[config.mk]
export PLATFORM = sky130hd
export DESIGN_NAME = rmvs_divider
export DESIGN_NICKNAME = d
export VERILOG_FILES = /design/src/rtl/core/rmvs_pkg.sv /design/src/rtl/core/rmvs_divider.sv
export SDC_FILE = /design/constraint.sdc
export NUM_CORES = 1
export LEC_CHECK = 0
export BUFFER_PORTS_ARGS = -buffer_cell sky130_fd_sc_hd__buf_4
export CAP_MARGIN = 10
export CORE_MARGIN = 3
export CORE_UTILIZATION = 47
export DETAILED_ROUTE_END_ITERATION = 8
export GPL_TIMING_DRIVEN = 0
export PLACE_DENSITY = 0.7
export SLEW_MARGIN = 25
export SYNTH_ARGS = -nofsm -noshare
export SYNTH_HDL_FRONTEND = slang
export SYNTH_SLANG_ARGS = --single-unit
[constraint.sdc]
create_clock -name clock -period 6.21 [get_ports clock]
set_input_delay 0 -clock clock [delete_from_list [all_inputs] [get_ports clock]]
set_output_delay 0 -clock clock [all_outputs]
set_load 0.02 [all_outputs]
[src/rtl/core/rmvs_pkg.sv]
// ----------------------------------------------------------------------------
// rmvs_pkg
// Types, constants and codes shared by the running statistics block.
// ----------------------------------------------------------------------------
package rmvs_pkg;

   localparam int COUNT_BITS = 24;
   localparam int FRAC_BITS  = 16;
   localparam int MEAN_EXT   = 16;
   localparam int MEAN_BITS  = 48;
   localparam int SAMPLE_BITS = 32;
   localparam int Q_BITS     = 64;
   localparam int DIV_BITS   = 64;
   localparam int DCNT_BITS  = $clog2(DIV_BITS + 1);

   localparam logic [0:0] CSR_MISSING_VALUE = 1'b0;
   localparam logic [0:0] CSR_SKIP_MISSING  = 1'b1;

   typedef struct packed {
      logic signed [31:0] sample;
      logic               is_last;
   } req_word_type;

   typedef struct packed {
      logic signed [31:0] mean;
      logic [30:0]        mean_mag;
      logic [62:0]        variance;
      logic [30:0]        std_dev;
      logic [23:0]        sample_count;
      logic               var_valid;
   } rsp_word_type;

   typedef enum logic [3:0] {
      ST_IDLE,
      ST_SQUARE,
      ST_TERM_DIV,
      ST_MEAN_DIV,
      ST_ABS_DIV,
      ST_UPDATE,
      ST_VAR_DIV,
      ST_SQRT_INIT,
      ST_SQRT,
      ST_EMIT
   } state_type;

   typedef struct packed {
      logic                start;
      logic [DIV_BITS-1:0] dividend;
      logic [DIV_BITS-1:0] divisor;
   } div_cmd_type;

   typedef struct packed {
      logic                done;
      logic [DIV_BITS-1:0] quotient;
      logic [DIV_BITS-1:0] remainder;
   } div_rsp_type;

endpackage

[src/rtl/core/rmvs_divider.sv]
// ----------------------------------------------------------------------------
// rmvs_divider
// Unsigned restoring divider, one quotient bit per cycle.
// ----------------------------------------------------------------------------
module rmvs_divider
   import rmvs_pkg::*;
(
   input  logic        clock,
   input  logic        reset,
   input  div_cmd_type cmd,
   output div_rsp_type rsp
);

   logic [DIV_BITS-1:0]  quo_ff, quo_in;
   logic [DIV_BITS-1:0]  rem_ff, rem_in;
   logic [DIV_BITS-1:0]  dvs_ff, dvs_in;
   logic [DCNT_BITS-1:0] cnt_ff, cnt_in;
   logic                 busy_ff, busy_in;
   logic                 done_ff, done_in;
   logic [DIV_BITS:0]    trial;

   always_comb begin
      quo_in  = quo_ff;
      rem_in  = rem_ff;
      dvs_in  = dvs_ff;
      cnt_in  = cnt_ff;
      busy_in = busy_ff;
      done_in = 1'b0;
      trial   = {rem_ff, quo_ff[DIV_BITS-1]} - {1'b0, dvs_ff};
      if (cmd.start) begin
         quo_in  = cmd.dividend;
         rem_in  = '0;
         dvs_in  = cmd.divisor;
         cnt_in  = DCNT_BITS'(DIV_BITS);
         busy_in = 1'b1;
      end else if (busy_ff) begin
         if (!trial[DIV_BITS]) begin
            rem_in = trial[DIV_BITS-1:0];
            quo_in = {quo_ff[DIV_BITS-2:0], 1'b1};
         end else begin
            rem_in = {rem_ff[DIV_BITS-2:0], quo_ff[DIV_BITS-1]};
            quo_in = {quo_ff[DIV_BITS-2:0], 1'b0};
         end
         cnt_in = cnt_ff - 1'b1;
         if (cnt_ff == DCNT_BITS'(1)) begin
            busy_in = 1'b0;
            done_in = 1'b1;
         end
      end
   end

   always_ff @(posedge clock) begin
      if (reset) begin
         busy_ff <= 1'b0;
         done_ff <= 1'b0;
         cnt_ff  <= '0;
      end else begin
         busy_ff <= busy_in;
         done_ff <= done_in;
         cnt_ff  <= cnt_in;
      end
      quo_ff <= quo_in;
      rem_ff <= rem_in;
      dvs_ff <= dvs_in;
   end

   assign rsp.done      = done_ff;
   assign rsp.quotient  = quo_ff;
   assign rsp.remainder = rem_ff;

endmodule

==> metrics.md <==
| Metric | Value |
|---|---|
| Reg area | `roughly 5300 µm²` |
| Max VDD drop | `0.000187 V` |
| Syn_nets | `1389` |
| Most frequent cells in the layout | `buf_4, dlygate4sd3_1, edfxtp_1` |
| Drt via density | `5.47` |
| Die X | `166 µm` |
| Post-cts sizing count | `0` |
| Worst EP required | `around 6.6 ns` |
| Layout Utilization | `0.666` |
| Worst skew pair latency | `between 0.5 and 0.6 ns` |
| Initial Util | `0.485` |
| Final ANT Viol Nets | `0` |
| Register bit total from synthesis | `201` |
| Logic pwr share | `0.293` |
| Synth unique cells | `between 70 and 80` |
| Fin crit share | `0.618` |
| Status | `finished, final reports clean` |
| Nets | `between 1500 and 2000` |
| Worst relative slew slack | `0.374` |
| P_sw | `1.36 mW` |
| Register-to-register setup slack | `2.37 ns` |
| Gr ovfl total | `0` |
| Hold Path Class | `primary input to register` |
| DR vias | `10600` |
| Clk_skew | `just under 0.008 ns` |
| Vias in the first global route | `10900` |
| Crit path max fanout | `4` |
| Residual DRC count | `0` |
| CTS Buf Count | `23` |
| Clock-pin slew on the worst setup and hold paths | `0.06 ns` |
| Antenna violations before repair | `0` |
| Mapped Area | `12000 µm²` |
| Die Ht | `166 µm` |
| GRT Util Overall | `0.260` |
| Fmax | `approximately 260 MHz` |
| Multi-input combinational cell area | `6040 µm²` |
| H-tree depth | `1` |
| Switching part of the total | `0.313` |
| Final setup fails | `0` |
| Sinks on Clock Net | `201` |
| 1st-pass router iterations | `5` |
| Die footprint | `around 28000 µm²` |
| CTS Root Cell | `clkbuf_16` |
| CTS tree | `built` |
| Final hold vios | `0` |
| Total design power | `between 4 and 5 mW` |
| Synthesized area per cell | `roughly 10 µm²` |
| I/O Buffers | `259` |
| Sequential element share of the synthesized area | `0.442` |
| CP endpoint kind | `register` |
| Cell-internal power | `3.00 mW` |
| Max Cap Violations | `0` |
| Leading cell type in the layout, fill and taps excluded | `buf_4` |
| FILL cells | `1967` |
| GP Congestion | `0.954` |
| Synth Instances | `1191` |
| CP arrival | `4.26 ns` |
| Non-Filler Instances | `roughly 2000` |
| FFs w/ async S/R, synth | `0` |
| Max clock buf depth | `3` |
| Leak | `7.09 nW` |
| Ys Warns | `0` |
| Worst-Margin Slew | `0.939 ns` |
| Slew Limit Fails | `0` |
| Crit Path Category | `register to register` |
| Core ar. | `24700 µm²` |
| Fin Setup TNS | `0 ns` |
| Layout cells sized above 1 | `0.247` |
| Antenna diode count | `0` |
| Placed cells | `1775` |
| Area Growth Syn to Fin | `37.1%` |
| Min Tclk post-route | `3.84 ns` |
| Top FF cell, synth | `edfxtp_1` |
| RSZ-0062 raised after global routing | `false` |
| # IOs | `260` |
| First-pass GRT wire length | `59.0 mm` |
| Sequential Power Share | `0.379` |
| Final wirelength | `37.0 mm` |
| Initial drt markers | `570` |
| Row cnt | `57` |
| Power per cell area | `265 nW/µm²` |
| DP HPWL | `26.2 mm` |
| Routed wire length per instance | `19.0 µm` |
| Post-synth EDFFs | `128` |
| Clock power share | `0.328` |
| Worst Setup Start Kind | `register` |
| Largest net degree at the start of global routing | `69` |
## power groups by stage
stage | clock network [mW] | registers [mW] | logic [mW]
3_5_place_dp | 0 | 1.67 | 1.19
5_1_grt | 1.50 | 1.67 | 1.40
6_report | 1.43 | 1.66 | 1.28
4_1_cts | 1.46 | 1.65 | 1.26
2_1_floorplan | 0 | 1.75 | 0.709
3_3_place_gp | 0 | 1.68 | 1.18
## repair_timing
item / 4_1_cts / 5_1_grt
setup buffers: 0 / 0
endpoints found under the hold margin: 130 / 0
hold buffers: 129 / 0
## routing by layer
| metal | share of wire | track usage |
|---|---|---|
| met1 | 0.43 | 0.342 |
| met2 | 0.48 | 0.443 |
| met3 | 0.066 | 0.0507 |
| met4 | 0.028 | 0.0669 |
| met5 | 0 | 0 |
## layout make-up
cell class / count / area share
Inverter: 92 / 0.0210
Clock inverter: 10 / 0.00813
Clock buffer: 32 / 0.0400
Multi-Input combinational cell: 836 / 0.367
Tap cell: 324 / 0.0246
Sequential cell: 201 / 0.322
Timing Repair Buffer: 389 / 0.198
Buffer: 62 / 0.0201
## logic make-up (layout without fill, tap and decap cells)
kind of cell             after synthesis  after routing  synth area share
AO/OA/AOI/OAI                        300            300             0.172
XOR/XNOR                              62             62            0.0452
adder cells (fa/ha/maj)               67             67            0.0704
buffers and inverters                154            585            0.0562
flip-flops                           201            201             0.442
multiplexers                         114            114             0.102
AND/OR/NAND/NOR                      293            293             0.113
## cell usage after synthesis, types with 20 or more instances
| library cell | n | share of area |
|---|---|---|
| a211oi_1 | 61 | 0.038 |
| a21o_1 | 27 | 0.017 |
| a21oi_1 | 75 | 0.031 |
| clkbuf_1 | 42 | 0.013 |
| dfxtp_1 | 73 | 0.12 |
| edfxtp_1 | 128 | 0.32 |
| ha_1 | 66 | 0.069 |
| inv_1 | 91 | 0.028 |
| mux2_2 | 63 | 0.059 |
| mux2i_1 | 51 | 0.043 |
| nand2_1 | 72 | 0.023 |
| nand4_1 | 21 | 0.011 |
| nor2_1 | 112 | 0.035 |
| nor3_1 | 20 | 0.0083 |
| o21ai_0 | 36 | 0.015 |
| xnor2_1 | 39 | 0.028 |
| xor2_1 | 23 | 0.017 |
## path summary, 6_finish.rpt
kind | start | end | depth (start not counted)
setup / recovery | quo_ff[63] | rem_ff[34] | 13
hold / removal | cmd[128] | dvs_ff[11] | 1
setup reg to reg | quo_ff[63] | rem_ff[34] | 13
hold reg to reg | cnt_ff[1] | cnt_ff[1] | 2
## state kept, by name (all words and copies together), names as in the netlist
name and cells:
done_ff 1, rem_ff 64, quo_ff 64, cnt_ff 7
busy_ff 1, dvs_ff 64
## stage by stage
stage	instance area [µm²]	hold WS [ns]	setup WS [ns]
4_1_cts	16500	0.166	2.51
5_1_grt	16500	0.191	2.13
3_3_place_gp	14400	0.179	2.52
6_report	16500	0.163	2.37
2_1_floorplan	12000	0.0724	3.06
3_5_place_dp	14400	0.179	2.54
## critical path, stage by stage, from the launching register on
cell      delay [ns]
edfxtp_1        0.45
inv_1           0.09
ha_1            0.18
fa_1            0.22
nor2b_1         0.08
o31ai_1         0.33
a31oi_1         0.20
o31ai_1         0.68
o21ai_0         0.35
a21boi_0        0.48
o21ai_0         0.18
xor2_1          0.18
mux2i_1         0.09
a211oi_1        0.24
Note: power is estimated with default switching activity, not from simulation.
